==> src/hdl/three_voice_sound_generator_assert.svh <==
// Assertion macros used by the sound generator controller (tvsg_ctrl).
`ifndef THREE_VOICE_SOUND_GENERATOR_ASSERT_SVH
`define THREE_VOICE_SOUND_GENERATOR_ASSERT_SVH

`ifndef SYNTHESIS

// Checked on every rising edge, skipped while reset is asserted.
`define TVSG_ASSERT(lbl, prop) \
    lbl: assert property (@(posedge clk) disable iff (!rst_n) prop) \
        else $error("tvsg assertion failed");

// Checked on every rising edge, including during reset.
`define TVSG_ASSERT_ALWAYS(lbl, prop) \
    lbl: assert property (@(posedge clk) prop) \
        else $error("tvsg assertion failed");

`else

`define TVSG_ASSERT(lbl, prop)
`define TVSG_ASSERT_ALWAYS(lbl, prop)

`endif

`endif

==> src/hdl/tvsg_pkg.sv <==
`default_nettype none

package tvsg_pkg;

    localparam int REG_COUNT = 14;
    localparam int REG_IDX_W = 4;
    localparam int TONE_W    = 13;   // holds up to 0x1000
    localparam int NOISE_W   = 7;    // holds up to 0x40
    localparam int ENV_CNT_W = 18;   // holds up to 0x20000
    localparam int LFSR_W    = 17;
    localparam int AMP_W     = 14;
    localparam int SAMPLE_W  = 15;
    localparam int CYC_W     = 8;
    localparam int CNT_W     = 6;    // samples per advance, at most 63

    localparam logic [CYC_W-1:0]     MAX_CYCLES = 8'd252;
    localparam logic [LFSR_W-1:0]    LFSR_SEED  = 17'h10004;
    localparam logic [LFSR_W-1:0]    LFSR_TAPS  = 17'h10004;
    localparam logic [TONE_W-1:0]    TONE_MAX   = 13'h1000;
    localparam logic [NOISE_W-1:0]   NOISE_MAX  = 7'h40;
    localparam logic [ENV_CNT_W-1:0] ENV_MAX    = 18'h20000;

    localparam logic [REG_IDX_W-1:0] REG_TONE_HI_A = 4'd4;
    localparam logic [REG_IDX_W-1:0] REG_ENV_LO    = 4'd3;
    localparam logic [REG_IDX_W-1:0] REG_ENV_HI    = 4'd7;
    localparam logic [REG_IDX_W-1:0] REG_MIXER     = 4'd8;
    localparam logic [REG_IDX_W-1:0] REG_NOISE     = 4'd9;
    localparam logic [REG_IDX_W-1:0] REG_SHAPE     = 4'd10;
    localparam logic [REG_IDX_W-1:0] REG_VOL_A     = 4'd11;

    typedef enum logic {
        OP_WRITE   = 1'b0,
        OP_ADVANCE = 1'b1
    } op_t;

    typedef enum logic {
        ST_IDLE,
        ST_RUN
    } state_t;

    typedef enum logic [1:0] {
        ENV_HOLD,
        ENV_UP,
        ENV_DOWN
    } env_dir_t;

    typedef struct packed {
        logic reg_wr;   // store a register byte this cycle
        logic step;     // advance all generators and load one sample
    } dp_cmd_t;

    function automatic logic [7:0] write_mask(input logic [REG_IDX_W-1:0] idx);
        logic [7:0] m;
        unique case (idx)
            4'd4, 4'd5, 4'd6, REG_SHAPE:  m = 8'h0f;
            REG_NOISE:                    m = 8'h1f;
            4'd11, 4'd12, 4'd13:          m = 8'h3f;
            default:                      m = 8'hff;
        endcase
        return m;
    endfunction

    // log volume curve
    function automatic logic [AMP_W-1:0] amp_level(input logic [3:0] idx);
        logic [AMP_W-1:0] a;
        unique case (idx)
            4'd0:    a = 14'd0;
            4'd1:    a = 14'd92;
            4'd2:    a = 14'd128;
            4'd3:    a = 14'd192;
            4'd4:    a = 14'd256;
            4'd5:    a = 14'd384;
            4'd6:    a = 14'd512;
            4'd7:    a = 14'd768;
            4'd8:    a = 14'd1024;
            4'd9:    a = 14'd1536;
            4'd10:   a = 14'd2048;
            4'd11:   a = 14'd3072;
            4'd12:   a = 14'd4096;
            4'd13:   a = 14'd6144;
            4'd14:   a = 14'd8192;
            default: a = 14'd10922;
        endcase
        return a;
    endfunction

endpackage

`default_nettype wire

==> src/hdl/tvsg_ctrl.sv <==
`default_nettype none

module tvsg_ctrl (
    input  wire logic                    clk,
    input  wire logic                    rst_n,
    input  wire logic                    s_tvalid,
    output logic                         s_tready,
    input  wire logic                    opcode,
    input  wire logic [tvsg_pkg::CYC_W-1:0] cpu_cycles,
    output logic                         m_tvalid,
    input  wire logic                    m_tready,
    output logic                         m_tlast,
    output tvsg_pkg::dp_cmd_t            cmd
);
    import tvsg_pkg::*;

    state_t           state_reg, state_next;
    logic [CNT_W-1:0] cnt_reg, cnt_next;
    logic [1:0]       rem_reg, rem_next;
    logic             out_valid_reg, out_valid_next;
    logic             out_last_reg, out_last_next;
    logic [CYC_W-1:0] cyc_clamped;
    logic [CYC_W-1:0] cyc_total;
    logic             accept;

    assign s_tready = (state_reg == ST_IDLE);
    assign accept   = s_tvalid && s_tready;
    assign m_tvalid = out_valid_reg;
    assign m_tlast  = out_last_reg;

    // 252 + 3 still fits in eight bits
    assign cyc_clamped = (cpu_cycles > MAX_CYCLES) ? MAX_CYCLES : cpu_cycles;
    assign cyc_total   = cyc_clamped + {6'd0, rem_reg};

    always_ff @(posedge clk or negedge rst_n)
    begin
        if (!rst_n)
        begin
            state_reg     <= ST_IDLE;
            cnt_reg       <= '0;
            rem_reg       <= '0;
            out_valid_reg <= 1'b0;
            out_last_reg  <= 1'b0;
        end
        else
        begin
            state_reg     <= state_next;
            cnt_reg       <= cnt_next;
            rem_reg       <= rem_next;
            out_valid_reg <= out_valid_next;
            out_last_reg  <= out_last_next;
        end
    end

    always_comb
    begin
        state_next     = state_reg;
        cnt_next       = cnt_reg;
        rem_next       = rem_reg;
        out_valid_next = out_valid_reg;
        out_last_next  = out_last_reg;
        cmd            = '0;

        if (out_valid_reg && m_tready)
            out_valid_next = 1'b0;

        unique case (state_reg)
            ST_IDLE:
            begin
                if (accept)
                begin
                    if (op_t'(opcode) == OP_WRITE)
                        cmd.reg_wr = 1'b1;
                    else
                    begin
                        cnt_next = cyc_total[CYC_W-1:2];
                        rem_next = cyc_total[1:0];
                        if (cyc_total[CYC_W-1:2] != '0)
                            state_next = ST_RUN;
                    end
                end
            end
            ST_RUN:
            begin
                // output slot free or draining this cycle
                if (!out_valid_reg || m_tready)
                begin
                    cmd.step       = 1'b1;
                    out_valid_next = 1'b1;
                    out_last_next  = (cnt_reg == CNT_W'(1));
                    cnt_next       = cnt_reg - CNT_W'(1);
                    if (cnt_reg == CNT_W'(1))
                        state_next = ST_IDLE;
                end
            end
            default:
            begin
                state_next = ST_IDLE;
            end
        endcase
    end

`include "three_voice_sound_generator_assert.svh"

    `TVSG_ASSERT(a_run_has_work, (state_reg == ST_RUN) |-> (cnt_reg != '0))
    `TVSG_ASSERT(a_step_no_overwrite,
        cmd.step |-> ((state_reg == ST_RUN) && (!out_valid_reg || m_tready)))
    `TVSG_ASSERT(a_final_step_marks_last,
        (cmd.step && (cnt_reg == CNT_W'(1))) |=>
            (out_last_reg && out_valid_reg && (state_reg == ST_IDLE)))
    `TVSG_ASSERT_ALWAYS(a_no_write_while_stepping, !(cmd.reg_wr && cmd.step))

endmodule

`default_nettype wire

==> src/hdl/tvsg_dp.sv <==
`default_nettype none

module tvsg_dp (
    input  wire logic                           clk,
    input  wire logic                           rst_n,
    input  wire tvsg_pkg::dp_cmd_t              cmd,
    input  wire logic [tvsg_pkg::REG_IDX_W-1:0] reg_index,
    input  wire logic [7:0]                     reg_data,
    output logic [tvsg_pkg::SAMPLE_W-1:0]       sample
);
    import tvsg_pkg::*;

    logic [7:0]           regs_reg [REG_COUNT];
    logic [TONE_W-1:0]    tone_cnt_reg [3];
    logic [TONE_W-1:0]    tone_cnt_next [3];
    logic [2:0]           tone_lvl_reg, tone_lvl_next;
    logic [TONE_W-1:0]    tone_per [3];
    logic [NOISE_W-1:0]   noise_cnt_reg, noise_cnt_next, noise_per;
    logic [LFSR_W-1:0]    lfsr_reg, lfsr_next;
    logic [ENV_CNT_W-1:0] env_cnt_reg, env_cnt_next, env_per;
    logic [3:0]           env_lvl_reg, env_lvl_next;
    env_dir_t             env_dir_reg, env_dir_next;
    logic [SAMPLE_W-1:0]  sample_reg, sample_next;

    logic [3:0] shape;
    logic       at_edge;
    logic [7:0] mixer;
    logic [7:0] vreg;
    logic [3:0] vol_idx;
    logic       ch_on;
    logic       shape_wr;

    assign shape    = regs_reg[REG_SHAPE][3:0];
    assign mixer    = regs_reg[REG_MIXER];
    assign shape_wr = cmd.reg_wr && (reg_index == REG_SHAPE);
    assign sample   = sample_reg;

    // register file
    always_ff @(posedge clk or negedge rst_n)
    begin
        if (!rst_n)
        begin
            for (int i = 0; i < REG_COUNT; i++)
                regs_reg[i] <= '0;
        end
        else if (cmd.reg_wr && (reg_index < REG_IDX_W'(REG_COUNT)))
        begin
            regs_reg[reg_index] <= reg_data & write_mask(reg_index);
        end
    end

    // derived periods, zero selects the longest
    always_comb
    begin
        for (int ch = 0; ch < 3; ch++)
        begin
            tone_per[ch] = {1'b0, regs_reg[REG_TONE_HI_A + REG_IDX_W'(ch)][3:0],
                            regs_reg[ch]};
            if (tone_per[ch] == '0)
                tone_per[ch] = TONE_MAX;
        end
        noise_per = {1'b0, regs_reg[REG_NOISE][4:0], 1'b0};
        if (noise_per == '0)
            noise_per = NOISE_MAX;
        env_per = {1'b0, regs_reg[REG_ENV_HI], regs_reg[REG_ENV_LO], 1'b0};
        if (env_per == '0)
            env_per = ENV_MAX;
    end

    // tone and noise generators
    always_comb
    begin
        for (int ch = 0; ch < 3; ch++)
        begin
            if (tone_cnt_reg[ch] <= TONE_W'(1))
            begin
                tone_lvl_next[ch] = ~tone_lvl_reg[ch];
                tone_cnt_next[ch] = tone_cnt_reg[ch] + tone_per[ch] - TONE_W'(1);
            end
            else
            begin
                tone_lvl_next[ch] = tone_lvl_reg[ch];
                tone_cnt_next[ch] = tone_cnt_reg[ch] - TONE_W'(1);
            end
        end

        if (noise_cnt_reg <= NOISE_W'(1))
        begin
            noise_cnt_next = noise_per;
            lfsr_next      = (lfsr_reg >> 1) ^ (lfsr_reg[0] ? LFSR_TAPS : '0);
        end
        else
        begin
            noise_cnt_next = noise_cnt_reg - NOISE_W'(1);
            lfsr_next      = lfsr_reg;
        end
    end

    // envelope shaper
    always_comb
    begin
        env_cnt_next = env_cnt_reg;
        env_lvl_next = env_lvl_reg;
        env_dir_next = env_dir_reg;
        at_edge      = ((env_dir_reg == ENV_UP) && (env_lvl_reg == 4'd15)) ||
                       ((env_dir_reg == ENV_DOWN) && (env_lvl_reg == 4'd0));

        if (shape_wr)
        begin
            env_cnt_next = env_per;
            if (reg_data[2])
            begin
                env_lvl_next = 4'd0;
                env_dir_next = ENV_UP;
            end
            else
            begin
                env_lvl_next = 4'd15;
                env_dir_next = ENV_DOWN;
            end
        end
        else if (cmd.step && (env_cnt_reg != '0))
        begin
            if (env_cnt_reg != ENV_CNT_W'(1))
                env_cnt_next = env_cnt_reg - ENV_CNT_W'(1);
            else
            begin
                env_cnt_next = env_per;
                if (env_dir_reg != ENV_HOLD)
                begin
                    if (!at_edge)
                    begin
                        if (env_dir_reg == ENV_UP)
                            env_lvl_next = env_lvl_reg + 4'd1;
                        else
                            env_lvl_next = env_lvl_reg - 4'd1;
                    end
                    else
                    begin
                        // bit0 hold, bit1 alternate, bit2 attack, bit3 continue
                        priority if (shape[0])
                        begin
                            env_dir_next = ENV_HOLD;
                            env_lvl_next = (shape[2] ^ shape[1]) ? 4'd15 : 4'd0;
                        end
                        else if (shape[1])
                        begin
                            env_dir_next = (env_dir_reg == ENV_UP) ? ENV_DOWN : ENV_UP;
                            env_lvl_next = (env_dir_reg == ENV_UP) ? 4'd15 : 4'd0;
                        end
                        else
                        begin
                            env_lvl_next = shape[2] ? 4'd0 : 4'd15;
                        end
                        if (!shape[3])
                        begin
                            env_lvl_next = 4'd0;
                            env_dir_next = ENV_HOLD;
                        end
                    end
                end
            end
        end
    end

    // mixer and volume
    always_comb
    begin
        sample_next = '0;
        vreg        = '0;
        vol_idx     = '0;
        ch_on       = 1'b0;
        for (int ch = 0; ch < 3; ch++)
        begin
            ch_on = (mixer[3 + ch] | lfsr_next[0]) & (mixer[ch] | tone_lvl_next[ch]);
            vreg  = regs_reg[REG_VOL_A + REG_IDX_W'(ch)];
            unique case (vreg[5:4])
                2'd0:    vol_idx = vreg[3:0];
                2'd1:    vol_idx = env_lvl_next >> 2;
                2'd2:    vol_idx = env_lvl_next >> 1;
                default: vol_idx = env_lvl_next;
            endcase
            if (ch_on)
                sample_next = sample_next + SAMPLE_W'(amp_level(vol_idx));
        end
    end

    always_ff @(posedge clk or negedge rst_n)
    begin
        if (!rst_n)
        begin
            for (int ch = 0; ch < 3; ch++)
                tone_cnt_reg[ch] <= '0;
            tone_lvl_reg  <= '0;
            noise_cnt_reg <= '0;
            lfsr_reg      <= LFSR_SEED;
            env_cnt_reg   <= '0;
            env_lvl_reg   <= '0;
            env_dir_reg   <= ENV_HOLD;
        end
        else
        begin
            if (cmd.step)
            begin
                for (int ch = 0; ch < 3; ch++)
                    tone_cnt_reg[ch] <= tone_cnt_next[ch];
                tone_lvl_reg  <= tone_lvl_next;
                noise_cnt_reg <= noise_cnt_next;
                lfsr_reg      <= lfsr_next;
            end
            env_cnt_reg <= env_cnt_next;
            env_lvl_reg <= env_lvl_next;
            env_dir_reg <= env_dir_next;
        end
    end

    always_ff @(posedge clk)
    begin
        if (cmd.step)
            sample_reg <= sample_next;
    end

endmodule

`default_nettype wire

==> src/hdl/three_voice_sound_generator.sv <==
// Three-voice tone/noise/envelope sound generator with fourteen byte
// registers. Each input beat is either a register write (tuser = 0) or a
// time advance (tuser = 1) carrying a processor cycle count, clamped to 252
// and added to a 2-bit remainder; every four processor cycles yield one
// mixed sample beat, the final one of an advance flagged by tlast. A write
// is stored in the register file as it is accepted. An advance yields at
// most 63 samples, one per cycle while the output is not stalled, since one
// step unit updates all generators and the output register together; a
// stalled output holds the step until the sample is taken. The input is
// ready only while no advance is being worked off.
`default_nettype none

module three_voice_sound_generator (
    input  wire logic        clk,
    input  wire logic        rst_n,
    input  wire logic        s_tvalid,
    output logic             s_tready,
    input  wire logic [23:0] s_tdata,   // reg_index[3:0], reg_data[11:4], cpu_cycles[19:12]
    input  wire logic        s_tuser,   // opcode[0]
    output logic             m_tvalid,
    input  wire logic        m_tready,
    output logic [15:0]      m_tdata,   // sample[14:0]
    output logic             m_tlast
);
    import tvsg_pkg::*;

    dp_cmd_t             cmd;
    logic [SAMPLE_W-1:0] sample;

    tvsg_ctrl u_ctrl (
        .clk        (clk),
        .rst_n      (rst_n),
        .s_tvalid   (s_tvalid),
        .s_tready   (s_tready),
        .opcode     (s_tuser),
        .cpu_cycles (s_tdata[19:12]),
        .m_tvalid   (m_tvalid),
        .m_tready   (m_tready),
        .m_tlast    (m_tlast),
        .cmd        (cmd)
    );

    tvsg_dp u_dp (
        .clk       (clk),
        .rst_n     (rst_n),
        .cmd       (cmd),
        .reg_index (s_tdata[3:0]),
        .reg_data  (s_tdata[11:4]),
        .sample    (sample)
    );

    assign m_tdata = {1'b0, sample};

endmodule

`default_nettype wire

==> config.mk <==
export PLATFORM = sky130hd
export DESIGN_NAME = three_voice_sound_generator
export DESIGN_NICKNAME = d
export VERILOG_FILES = /design/src/hdl/tvsg_pkg.sv /design/src/hdl/tvsg_ctrl.sv /design/src/hdl/tvsg_dp.sv /design/src/hdl/three_voice_sound_generator.sv
export VERILOG_INCLUDE_DIRS = /design/src /design/src/hdl
export SDC_FILE = /design/constraint.sdc
export NUM_CORES = 1
export LEC_CHECK = 0
export BUFFER_PORTS_ARGS = -buffer_cell sky130_fd_sc_hd__buf_2
export CAP_MARGIN = 15
export CORE_ASPECT_RATIO = 1.5
export CORE_MARGIN = 2
export CORE_UTILIZATION = 55
export CTS_BUF_LIST = sky130_fd_sc_hd__clkbuf_2
export CTS_CLUSTER_SIZE = 28
export DETAILED_ROUTE_END_ITERATION = 12
export PLACE_DENSITY = 0.84
export SYNTH_ARGS = -nofsm -noshare
export SYNTH_HDL_FRONTEND = slang
export SYNTH_SLANG_ARGS = --single-unit
export TNS_END_PERCENT = 30
==> constraint.sdc <==
create_clock -name clk -period 18.9 [get_ports clk]
set_clock_uncertainty 0.2 [all_clocks]
set_input_delay 0.945 -clock clk [delete_from_list [all_inputs] [get_ports clk]]
set_output_delay 0.945 -clock clk [all_outputs]
set_load 0.1 [all_outputs]
# Word-level counts from Yosys, hierarchy flattened
# Memories as Yosys holds them, arrays and structs flattened.
# Index checks and enable logic that the tools add are counted.
# word_totals
ff_bits,228
latch_bits,0
ram_bits,0
romBits,688
in_bits,29
output_inout_bits,19
word_cells,195
memories,4
# classes
addsub,17
multipliers,0
div_mod_pow,0
n_lt_le_gt_ge,8
eq_ne,17
shifts,0
mux,71
bitwise,17
n_reduce_logical,31
# memory_table
name,depth,word_bits,rd,rd_ports_with_merged_regs,wr,line,source
(no name shown),16,13,1,0,0,tvsg_pkg.sv:66,unique case (idx)
(no name shown),16,13,1,0,0,tvsg_pkg.sv:66,
(no name shown),16,13,1,0,0,tvsg_pkg.sv:66,
(no name shown),16,4,1,0,0,tvsg_pkg.sv:54,unique case (idx)
# ops
cell,n
112-bit bitwise mux,1
13-bit two-way mux,6
"13-bit by 1-bit subtractor with 13-bit output, second input constant",6
18-bit two-way mux,4
4-bit two-way mux,13
14-bit two-way mux,3
13-bit adder,3
"13-bit by 1-bit less-or-equal comparator with 1-bit output, second input constant",3
12-bit logical NOT,3
4-bit one-hot mux with 3 select lines,3
8-bit demux with 4-bit select,1
15-bit two-way mux,2
8-bit two-way mux,3
2-bit two-way mux,10
6-bit two-way mux,3
"18-bit by 1-bit != test with 1-bit output, second input constant",1
18-bit nonzero test,1
"18-bit by 1-bit subtractor with 18-bit output, second input constant",1
1-bit two-way mux,17
17-bit two-way mux,1
16-bit by 17-bit XOR with 17-bit output,1
16-bit logical NOT,1
14-bit by 14-bit adder with 15-bit output,1
15-bit by 14-bit adder with 15-bit output,1
37 further kinds,72

# Longest topological paths before layout
# Gate-level depths: netlist of run 1.
# An unclocked memory read counts as a cell.
# depth
word_depth,17
mapped_depth,32
mapped_depth_nobuf,30

# Cells and area by module
# From an unflattened synthesis of run 1, not the netlist that was laid out.
# hier_totals
hier_cells,1656
area_unflattened_um2,14333.7
# modules_own_cells
module,n_inst,cells_each,area_each_um2,seq_area_each_um2
tvsg_dp,1,1556,13495.4,4802.1
tvsg_ctrl,1,98,827.0,275.3
three_voice_sound_generator,1,2,11.3,0.0

# Least setup slack after synthesis of run 1
# OpenSTA, ideal clock, no wires.
# synth_timing
kind,input -> register
from,input port m_tready
to,register u_dp.sample_reg[14] (netlist: u_dp.sample[14]) (data pin)
setup_ns,0.261
t_arrival_ns,5.923
required_time_ns,18.439
setup_slack_ns,12.516
path_stages,25
path_buffers,1
path_cell_list,nand2b_1 o2111ai_1 or3_1 buf_6 o31a_4 a211oi_1 a211o_2 nand4_1 nor2_1 ha_1 inv_1 fa_1 nor2_1 a31oi_1 inv_1 ha_1 a21o_1 a21oi_1 o21a_1 o21ai_0 a211oi_1 nor2_1 o41a_1 a41oi_1 xnor2_1
# synth_via
elab_chain_cells,13
elab_cells_between_ends,19
cone_classes,2 x add/sub; 12 x mux; 2 x reduce/logical; 3 x memory
# synth_rtl
element,line,source
from (decl),three_voice_sound_generator.sv:21,"input wire logic m_tready,"
1-bit logical OR (*),tvsg_ctrl.sv:86,if (!out_valid_reg || m_tready)
1-bit two-way mux (*),tvsg_ctrl.sv:86,
1-bit two-way mux (*),tvsg_ctrl.sv:67,unique case (state_reg)
1-bit logical AND (*),tvsg_dp.sv:122,else if (cmd.step && (env_cnt_reg != '0))
4-bit two-way mux (*),tvsg_dp.sv:122,
4-bit two-way mux (*),tvsg_dp.sv:108,if (shape_wr)
4-bit one-hot mux with 3 select lines,tvsg_dp.sv:177,unique case (vreg[5:4])
memory read 16 x 13 bit,--,
14-bit two-way mux,tvsg_dp.sv:183,if (ch_on)
14-bit by 14-bit adder with 15-bit output,tvsg_dp.sv:184,sample_next = sample_next + SAMPLE_W'(amp_level(vol_idx));
15-bit two-way mux,tvsg_dp.sv:183,
15-bit by 14-bit adder with 15-bit output,tvsg_dp.sv:184,
15-bit two-way mux (*),tvsg_dp.sv:183,
named net u_dp.sample_next[14],tvsg_dp.sv:23,"logic [SAMPLE_W-1:0] sample_reg, sample_next;"
to (signal assigned),tvsg_dp.sv:220,sample_reg <= sample_next;
to (decl),tvsg_dp.sv:23,
# The timed path passes the listed nets; every way through them passes the cells marked *. The select of a mux whose other input is x is not followed.
# A chain may end at the register's enable or synchronous reset.

# Worst setup path in the final report of run 1
# layout_timing
from,register u_dp.env_cnt_reg[1]
to,register u_dp.sample_reg[14] (netlist: u_dp.sample[14]) (data pin)
# layout_via
elab_chain_cells,11
elab_cells_between_ends,19
cone_classes,2 x add/sub; 1 x eq/ne; 11 x mux; 2 x reduce/logical; 3 x memory
# layout_rtl
element,line,source
from (decl),tvsg_dp.sv:20,"logic [ENV_CNT_W-1:0] env_cnt_reg, env_cnt_next, env_per;"
from (signal assigned),tvsg_dp.sv:211,env_cnt_reg <= env_cnt_next;
18-bit by 1-bit != test with 1-bit output / 18-bit nonzero test (equally long branches),"tvsg_dp.sv:124, tvsg_dp.sv:122",
4-bit two-way mux / 1-bit logical AND (equally long branches),"tvsg_dp.sv:124, tvsg_dp.sv:122",
4-bit two-way mux (*),tvsg_dp.sv:122,
4-bit two-way mux (*),tvsg_dp.sv:108,
4-bit one-hot mux with 3 select lines,tvsg_dp.sv:177,
memory read 16 x 13 bit,--,
14-bit two-way mux,tvsg_dp.sv:183,
14-bit by 14-bit adder with 15-bit output,tvsg_dp.sv:184,
15-bit two-way mux,tvsg_dp.sv:183,
15-bit by 14-bit adder with 15-bit output,tvsg_dp.sv:184,
15-bit two-way mux (*),tvsg_dp.sv:183,
named net u_dp.sample_next[14],tvsg_dp.sv:23,
# Marked as above.

==> results of run 1 <==
## metal layers
layer  vias up  global-route usage [%]  wire [um]
met5         -                       0          0
met4         0                    11.8       1310
met3        95                    3.83       1490
met2       359                    46.9      17800
met1      5876                    27.4      12900
li1       5857                       -          -
## synthesized netlist by cell type (4+ instances only)
cell type,count
a211oi_1,8
a21boi_0,7
a21o_1,12
a21oi_1,107
a22oi_1,20
a31oi_1,20
and2_1,14
and3_1,17
clkbuf_1,46
dfrtp_1,184
edfxtp_1,14
fa_1,7
ha_1,114
inv_1,194
mux2_2,79
mux2i_1,7
mux4_2,4
nand2_1,147
nand2b_1,9
nand3_1,50
nand3b_1,5
nand4_1,16
nor2_1,130
nor2b_1,12
nor3_1,60
nor3b_1,6
nor4_1,21
o211ai_1,13
o21a_1,10
o21ai_0,138
o21bai_1,7
o22a_1,7
o22ai_1,17
o31ai_1,5
or2_2,4
or3_1,9
xnor2_1,43
xor2_1,18
## area by class of cell
| type | count | area share [%] |
|---|---|---|
| antenna | 2 | 0.0335 |
| timing repair buffer | 53 | 2.03 |
| sequential | 200 | 33.9 |
| clock buffer | 17 | 0.569 |
| clock inverter | 15 | 0.778 |
| multi-input combinational | 1205 | 54.9 |
| tap | 333 | 2.79 |
| inverter | 197 | 4.94 |
## power groups by stage
stage / logic, mW / registers [mW] / clock network [mW]
floorplan: 0.720 / 0.701 / 0
global placement: 0.937 / 0.663 / 0
detailed placement: 0.978 / 0.669 / 0
CTS: 0.985 / 0.659 / 0.199
global route: 1.11 / 0.678 / 0.214
finish: 0.988 / 0.663 / 0.195
## cell usage in the layout (no fill, tap or decap), drive strengths merged, types with 43 or more instances in the layout
master and instances:
a21oi 109, buf 51, dfrtp 184, ha 114, inv 201, mux2 80, nand2 149, nand3 50
nor2 130, nor3 62, o21ai 139, xnor2 43
## kinds of logic after synthesis
kind of cell    Yosys count  synth area share, %
simple gates            515                 17.1
compound gates          415                 18.2
buf+inv                 251                 6.78
flops                   200                 35.6
fa+ha+maj               121                 11.0
mux                      91                 7.45
xor+xnor                 61                 3.75
other cells               1               0.0263
## worst paths after layout
check | start | cells after the start | endpoint | slack [ns]
max | u_dp.env_cnt_reg[1] | 28 | u_dp.sample[14] | 11.73
min | s_tdata[9] | 2 | u_dp.regs_reg[53] | 0.16
max reg2reg | u_dp.env_cnt_reg[1] | 28 | u_dp.sample[14] | 11.73
min reg2reg | u_dp.tone_lvl_reg[1] | 1 | u_dp.tone_lvl_reg[1] | 0.31
max in group asynchronous | rst_n | 3 | u_dp.tone_cnt_reg[20] | 16.48
min in group asynchronous | rst_n | 2 | u_dp.tone_cnt_reg[32] | 0.53
## repair_timing
item | 4_1_cts | 5_1_grt
endpoints found under the hold margin | 110 | 0
endpoints found under the setup margin | 0 | 0
hold buffers | 1 | 0
## worst max-delay path, delay by kind of cell, from the launching register on
kind | cells | cell delay [ns]
adders and majority gates | 3 | 0.97
buffers and inverters | 3 | 0.50
DFF | 1 | 0.47
AOI/OAI and AO/OA | 9 | 2.53
and+or+nand+nor | 11 | 1.89
xor gates and xnor gates | 2 | 0.40
==> flow_metrics.env, run 1 <==
export IMPL_grtUsageTotal_pct=25.1
export IMPL_cts_root_buf="clkbuf_2"
export IMPL_critPathKind="flip-flop to flip-flop"
export IMPL_cp_end_kind="flip-flop"
export IMPL_whs_ns=0.159
export IMPL_cpMostUsedCell="nor2_1"
export IMPL_tns_ns=0
export IMPL_worstPathArrival_ns=7.62
export IMPL_grt_pass1_wl_um=55800
export IMPL_slew_headroom_pct=27.8
export IMPL_seq_area_um2=5080
export IMPL_rows=72
export IMPL_drt_wirelength_per_cell_um=16.6
export IMPL_hold_class="input port to flip-flop"
export IMPL_htreeDepth=4
export IMPL_multi_input_area_um2=8210
export IMPL_slowest_stage="a211oi_2"
export IMPL_cts_buffers=17
export IMPL_fill_cells=2210
export IMPL_drive_gt1_share_pct=11.7
export IMPL_p_clk_share_pct=10.6
export IMPL_power_internal_mw=0.961
export IMPL_maxCapViolCount=0
export IMPL_cts_sinks=200
export IMPL_cp_max_fo=17
export IMPL_worst_pin_slew_ns=1.07
export IMPL_peakVddDrop_uv=80.1
export IMPL_final_max_slew_viol_count=0
export IMPL_fmax_ghz=0.139
export IMPL_min_period_over_period_pct=37.9
export IMPL_nets=1824
export IMPL_cts_tree="done"
export IMPL_wirelength_um=33500
export IMPL_grt_pass1_vias=12100
export IMPL_dr_pass1_iters=5
export IMPL_routed_via_density=6.03
export IMPL_clk_pin_slew_ns=0.30
export IMPL_clk_latency_ns=0.85
export IMPL_setup_viol=0
export IMPL_synthToLayoutAreaGrowth_pct=4.96
export IMPL_largest_reg_flops=73
export IMPL_ys_types=86
export IMPL_cp_required_ns=19.35
export IMPL_yosysTopAreaCell="dfrtp_1"
export IMPL_switchingPower_mw=0.885
export IMPL_core_um2=25700
export IMPL_synth_flop_cell="dfrtp_1"
export IMPL_vias=12200
export IMPL_yosys_top_cells_area="dfrtp_1 32%, ha_1 10%, mux2_2 6.2%"
export IMPL_grt_overflow_total=0
export IMPL_status="complete, no violations"
export IMPL_dp_hpwl_um=25000
export IMPL_rsz0062_at_grt="false"
export IMPL_synth_edf_count=14
export IMPL_switching_share_pct=47.9
export IMPL_ys_seq_area_share_pct=35.6
export IMPL_fin_area_um2=15000
export IMPL_p_leak_nw=6.98
export IMPL_die_y_um=201
export IMPL_grt_max_degree=119
export IMPL_die_area_um2=27200
export IMPL_post_dp_cell_area_um2=14700
export IMPL_netlist_area_leader_share_pct=32.3
export IMPL_power_density_nw_per_um2=123
export IMPL_drtIter0Drc=817
export IMPL_gp_congestion=1.00
export IMPL_cts_resized=0
export IMPL_fin_util_pct=58.3
export IMPL_post_cts_buffers=0
export IMPL_ios=48
export IMPL_synth_cell_area_um2=14200
export IMPL_fin_ws_ns=11.73
export IMPL_async_reset_ff_share_pct=93.0
export IMPL_antenna_found_initial=2
export IMPL_finalPower_mw=1.85
export IMPL_place_inst=1985
export IMPL_hold_viol=0
export IMPL_layoutNonFillerInstCount=2022
export IMPL_yosys_register_bits=200
export IMPL_critPathLaunchType="flip-flop"
export IMPL_avgSynthCellArea_um2=8.61
export IMPL_cts_max_path_buffers=2
export IMPL_yosysWarnings=0
export IMPL_initial_core_util_pct=55.5
export IMPL_power_frac_seq_pct=35.9
export IMPL_critPathMaxStageDelay_ns=0.58
export IMPL_post_place_ws_ns=11.42
export IMPL_die_w_um=135
export IMPL_layout_min_cycle_time_ns=7.17
export IMPL_p_comb_share_pct=53.5
export IMPL_syn_inst=1655
export IMPL_io_buffer_count=41
export IMPL_drc=0
export IMPL_ant_nets=0
No activity file was read; power rests on OpenSTA's default activity.
==> inputs of run 2 (changes only) <==
--- a/config.mk
+++ b/config.mk
@@ -14,7 +14,7 @@
 export CTS_BUF_LIST = sky130_fd_sc_hd__clkbuf_2
 export CTS_CLUSTER_SIZE = 28
 export DETAILED_ROUTE_END_ITERATION = 12
-export PLACE_DENSITY = 0.84
+export PLACE_DENSITY = 0.87
 export SYNTH_ARGS = -nofsm -noshare
 export SYNTH_HDL_FRONTEND = slang
 export SYNTH_SLANG_ARGS = --single-unit
==> constraint.sdc (replaced) <==
create_clock -name clk -period 6.2 [get_ports clk]
set_clock_uncertainty 0.2 [all_clocks]
set_input_delay 0.31 -clock clk [delete_from_list [all_inputs] [get_ports clk]]
set_output_delay 0.31 -clock clk [all_outputs]
set_load 0.1 [all_outputs]
==> flow_metrics.env, run 2 (synthesis gave the netlist of run 1 again) <==
export IMPL_status="complete, but fails checks"
export IMPL_violations="setup timing"
export IMPL_place_inst=2052
export IMPL_final_cell_mix="191 x inv_1, 183 x dfrtp_1, 143 x nand2_1, 132 x o21ai_0, 128 x nor2_1"
export IMPL_worstPathArrival_ns=6.78
export IMPL_die_area_um2=27200
export IMPL_gp_congestion=0.934
export IMPL_clk_pin_slew_ns=0.31
export IMPL_clk_latency_ns=0.99
export IMPL_dr_pass1_iters=9
export IMPL_rows=72
export IMPL_rsz0062_at_grt="true"
export IMPL_switchingPower_mw=2.92
export IMPL_final_max_slew_viol_count=0
export IMPL_path_delay_family="compound AO/OA/AOI/OAI gates"
export IMPL_drtIter0Drc=1410
export IMPL_maxCapViolCount=0
export IMPL_htreeDepth=4
export IMPL_layoutNonFillerInstCount=2156
export IMPL_drt_wirelength_per_cell_um=18.5
export IMPL_wirelength_um=39800
export IMPL_die_y_um=201
export IMPL_nets=1954
export IMPL_tns_ns=-0.305
export IMPL_hold_viol=0
export IMPL_cts_max_path_buffers=2
export IMPL_power_internal_mw=3.17
export IMPL_grt_pass1_wl_um=61600
export IMPL_power_frac_seq_pct=33.1
export IMPL_drive_gt1_share_pct=17.7
export IMPL_peakVddDrop_uv=204
export IMPL_core_um2=25700
export IMPL_grt_max_degree=116
export IMPL_p_leak_nw=7.59
export IMPL_final_common_cell="inv_1"
export IMPL_slew_headroom_pct=22.1
export IMPL_critPathLaunchType="flip-flop"
export IMPL_slowest_stage="dfrtp_1"
export IMPL_post_dp_cell_area_um2=15200
export IMPL_synthToLayoutAreaGrowth_pct=14.8
export IMPL_cp_max_fo=6
export IMPL_critPathKind="flip-flop to flip-flop"
export IMPL_routed_via_density=6.25
export IMPL_cp_end_kind="flip-flop"
export IMPL_initial_core_util_pct=55.5
export IMPL_critPathMaxStageDelay_ns=0.52
export IMPL_fmax_ghz=0.159
export IMPL_fin_ws_ns=-0.0918
export IMPL_cts_root_buf="clkbuf_2"
export IMPL_vias=13500
export IMPL_largest_reg_flops=73
export IMPL_whs_ns=0.161
export IMPL_hold_class="input port to flip-flop"
export IMPL_ios=48
export IMPL_cts_tree="done"
export IMPL_cp_required_ns=6.69
export IMPL_finalPower_mw=6.08
export IMPL_switching_share_pct=47.9
export IMPL_power_density_nw_per_um2=372
export IMPL_layout_min_cycle_time_ns=6.29
export IMPL_crit_buf_inv=4
export IMPL_drc=0
export IMPL_p_clk_share_pct=10.2
export IMPL_grtUsageTotal_pct=28.1
export IMPL_cts_sinks=200
export IMPL_grt_pass1_vias=13100
export IMPL_grt_overflow_total=0
export IMPL_worst_pin_slew_ns=1.16
export IMPL_ant_nets=0
export IMPL_p_comb_share_pct=56.7
export IMPL_cts_buffers=17
export IMPL_fin_area_um2=16400
export IMPL_die_w_um=135
export IMPL_min_period_over_period_pct=101
export IMPL_io_buffer_count=41
export IMPL_dp_hpwl_um=26300
export IMPL_setup_viol=5
export IMPL_antenna_found_initial=5
run 2: area by class of cell:
cell class	count	area [um^2]
clock inverters	14	116
fillers	1895	9320
multi-input cells	1205	8460
well taps	333	417
repair buffers	183	1440
clock buffers	18	90.1
flip-flops and latches	200	5080
inverters	197	744
diodes	6	15.0
run 2: power by group through the flow:
| stage | logic (mW) | registers (mW) | clock network, mW |
|---|---|---|---|
| finish | 3.45 | 2.01 | 0.623 |
| floorplan | 2.20 | 2.14 | 0 |
| global placement | 3.03 | 1.99 | 0 |
| CTS | 3.25 | 1.98 | 0.617 |
| detailed placement | 3.17 | 2.01 | 0 |
| global route | 3.80 | 2.05 | 0.679 |
run 2: final timing paths:
| check | startpoint | to | slack, ns | depth (start not counted) |
|---|---|---|---|---|
| hold / removal | s_tdata[7] | u_dp.regs_reg[107] | 0.16 | 4 |
| max in group asynchronous | rst_n | u_dp.regs_reg[92] | 4.64 | 4 |
| min in group asynchronous | rst_n | u_dp.lfsr_reg[16] | 0.25 | 3 |
| setup reg to reg | u_dp.env_cnt_reg[0] | u_dp.sample[10] | -0.09 | 28 |
| setup / recovery | u_dp.env_cnt_reg[0] | u_dp.sample[10] | -0.09 | 28 |
| hold reg to reg | u_dp.tone_lvl_reg[1] | u_dp.tone_lvl_reg[1] | 0.31 | 1 |
run 2: repair_timing:
item                                    4_1_cts  5_1_grt
pin swaps                                     0       35
setup buffers                                 1       12
gates resized for setup                       4       62
endpoints found under the setup margin        5        8
hold buffers                                 52        0
endpoints found under the hold margin       219        0
run 2: stage by stage:
| stage | util [%] | setup WS [ns] |
|---|---|---|
| after floorplan | - | 0.113 |
| after global placement | 59.3 | 0.0787 |
| after detailed placement | 59.3 | -0.0857 |
| after CTS | 62.3 | 0.0250 |
| after global routing | 63.7 | -0.329 |
| final | 63.7 | -0.0918 |
run 2: per-layer routing:
metal	GRT usage, %	routed length (um)	up-vias
li1	-	-	6129
met1	31.1	14400	6469
met2	49.0	20000	660
met3	5.57	2790	212
met4	17.2	2550	0
met5	0	0	-
run 2: worst reg2reg max path: cells and delay by family (launching register included):
kind,cells,cell delay (ns)
AND/OR/NAND/NOR,7,1.24
XOR/XNOR,2,0.23
adder cells (fa/ha/maj),3,0.79
flip-flops,1,0.52
buffers and inverters,4,0.47
AO/OA/AOI/OAI,9,1.48
multiplexers,3,1.12
==> inputs of run 3 (changes only) <==
--- a/config.mk
+++ b/config.mk
@@ -6,6 +6,7 @@
 export SDC_FILE = /design/constraint.sdc
 export NUM_CORES = 1
 export LEC_CHECK = 0
+export ABC_AREA = 1
 export BUFFER_PORTS_ARGS = -buffer_cell sky130_fd_sc_hd__buf_2
 export CAP_MARGIN = 15
 export CORE_ASPECT_RATIO = 1.5
@@ -15,6 +16,7 @@
 export CTS_CLUSTER_SIZE = 28
 export DETAILED_ROUTE_END_ITERATION = 12
 export PLACE_DENSITY = 0.87
+export SLEW_MARGIN = 20
 export SYNTH_ARGS = -nofsm -noshare
 export SYNTH_HDL_FRONTEND = slang
 export SYNTH_SLANG_ARGS = --single-unit
==> flow_metrics.env, run 3 <==
export IMPL_post_place_ws_ns=0.104
export IMPL_ant_nets=0
export IMPL_yosys_top_cells_area="dfrtp_1 32%, nand2_1 11%, ha_1 9.8%"
export IMPL_cp_required_ns=6.66
export IMPL_cpMostUsedCell="nand2_1"
export IMPL_drt_wirelength_per_cell_um=14.6
export IMPL_power_density_nw_per_um2=481
export IMPL_cp_depth=35
export IMPL_path_delay_family="simple AND/OR/NAND/NOR gates"
export IMPL_critPathKind="flip-flop to flip-flop"
export IMPL_netlist_area_leader_share_pct=31.6
export IMPL_gp_congestion=0.918
export IMPL_grtUsageTotal_pct=26.2
export IMPL_fmax_ghz=0.176
export IMPL_cp_end_kind="flip-flop"
export IMPL_p_leak_nw=7.95
export IMPL_routed_via_density=5.62
export IMPL_cts_buffers=17
export IMPL_core_um2=26300
export IMPL_reg2reg_depth=35
export IMPL_dp_hpwl_um=25200
export IMPL_critPathLaunchType="flip-flop"
export IMPL_cts_tree="done"
export IMPL_hold_viol=0
export IMPL_r2r_start="u_dp.env_dir_reg[1]"
export IMPL_ios=48
export IMPL_final_max_slew_viol_count=0
export IMPL_clk_pin_slew_ns=0.35
export IMPL_crit_buf_inv=6
export IMPL_yosys_register_bits=200
export IMPL_grt_pass1_wl_um=59200
export IMPL_initial_core_util_pct=55.4
export IMPL_synth_flop_cell="dfrtp_1"
export IMPL_fin_area_um2=16000
export IMPL_async_reset_ff_share_pct=93.0
export IMPL_hold_class="input port to flip-flop"
export IMPL_worstHoldEndpoint="u_dp.mixer[1]"
export IMPL_synth_cell_area_um2=14600
export IMPL_synthToLayoutAreaGrowth_pct=9.79
export IMPL_largest_reg_flops=73
export IMPL_syn_inst=1970
export IMPL_synth_top_cells_by_count="411 x nand2_1, 341 x inv_1, 207 x o21ai_0"
export IMPL_cp_max_fo=8
export IMPL_post_dp_cell_area_um2=15100
export IMPL_yosysWarnings=0
export IMPL_worstPathArrival_ns=6.15
export IMPL_die_y_um=203
export IMPL_drc=0
export IMPL_peakVddDrop_uv=455
export IMPL_final_common_cell="nand2_1"
export IMPL_antenna_found_initial=1
export IMPL_io_buffer_count=41
export IMPL_ys_types=66
export IMPL_worst_pin_slew_ns=1.02
export IMPL_grt_overflow_total=0
export IMPL_maxCapViolCount=0
export IMPL_cts_root_buf="clkbuf_2"
export IMPL_ys_seq_area_share_pct=34.9
export IMPL_cts_max_path_buffers=2
export IMPL_cts_sinks=200
export IMPL_htreeDepth=4
export IMPL_layout_min_cycle_time_ns=5.69
export IMPL_slew_headroom_pct=31.7
export IMPL_avgSynthCellArea_um2=7.39
export IMPL_die_area_um2=27800
export IMPL_min_path_cells=4
export IMPL_reg2reg_to="u_dp.sample[13]"
export IMPL_setup_viol=0
export IMPL_status="complete, no violations"
export IMPL_nets=2209
export IMPL_dr_pass1_iters=6
export IMPL_hold_start="s_tdata[5]"
export IMPL_slowest_stage="dfrtp_1"
export IMPL_grt_pass1_vias=13600
export IMPL_clk_latency_ns=0.87
export IMPL_vias=13500
export IMPL_die_w_um=137
export IMPL_min_period_over_period_pct=91.7
export IMPL_r2r_slack_ns=0.51
export IMPL_grt_max_degree=117
export IMPL_rows=73
export IMPL_wirelength_um=35200
export IMPL_yosysTopAreaCell="dfrtp_1"
export IMPL_synth_edf_count=14
export IMPL_fin_ws_ns=0.513
export IMPL_final_cell_mix="409 x nand2_1, 340 x inv_1, 203 x o21ai_0, 184 x dfrtp_1, 150 x nor2_1"
export IMPL_drtIter0Drc=858
export IMPL_yosysMostFrequentCell="nand2_1"
export IMPL_drive_gt1_share_pct=9.70
export IMPL_critPathMaxStageDelay_ns=0.48
run 3: tightest hold or removal path, delay by kind of cell:
kind,cells,cell delay [ns]
buf+inv,2,0.76
simple gates,1,0.09
compound gates,1,0.07
run 3: report_power, final:
part	internal [mW]	switching [mW]	total, mW
Clock	0.136	0.534	0.671
Combinational	1.74	3.14	4.89
Sequential	1.81	0.328	2.13
run 3: kinds of logic after synthesis:
kind of cell / synth area share (%)
flip-flops: 34.9
AND/OR/NAND/NOR: 23.9
AO/OA/AOI/OAI: 15.8
other: 0.0258
adder cells (fa/ha/maj): 10.8
XOR/XNOR: 4.33
buffers and inverters: 10.2
multiplexers: 0.0773
run 3: cell type report:
cell class              instances  area [um^2]
repair buffers                104          817
multi-input cells            1380         8080
well taps                     337          422
diodes                          1         2.50
flip-flops and latches        200         5080
fillers                      2237        10300
clock buffers                  18         90.1
clock inverters                14          159
inverters                     356         1340
run 3: worst max-delay path by stage:
stage                                 end                  from  slack [ns]
after floorplan           u_dp.sample[14]       u_ctrl.m_tvalid        0.38
after global placement    u_dp.sample[14]   u_dp.env_dir_reg[1]        0.24
after detailed placement  u_dp.sample[14]   u_dp.env_dir_reg[1]        0.10
after CTS                 u_dp.sample[14]   u_dp.env_dir_reg[1]        0.07
after global routing      u_dp.sample[13]  u_dp.env_cnt_reg[10]       -0.03
final                     u_dp.sample[13]   u_dp.env_dir_reg[1]        0.51
run 3: per-layer routing:
metal  share of wire (%)  vias up  GRT usage [%]
li1                    -     6577              -
met1                  38     6373           28.3
met2                  52      440           47.8
met3                 4.7      143           3.60
met4                 5.4        0           15.2
met5                   0        -              0
run 3: what timing repair did:
item | in CTS | in global routing
hold buffers | 45 | 0
resized for setup | 0 | 21
setup buffers | 0 | 8
hold endpoints to repair | 217 | 0
endpoints found under the setup margin | 0 | 5
run 3: metrics by stage:
step	hold WS, ns	std cells	util [%]	power, mW	setup TNS, ns
floorplan	-0.186	1971	-	5.85	0
global placement	0.253	2324	57.5	6.57	0
detailed placement	0.259	2324	57.5	6.81	0
CTS	0.0894	2401	60.2	7.52	0
global route	0.107	2410	60.8	8.40	-0.0276
finish	0.148	2410	60.8	7.69	0
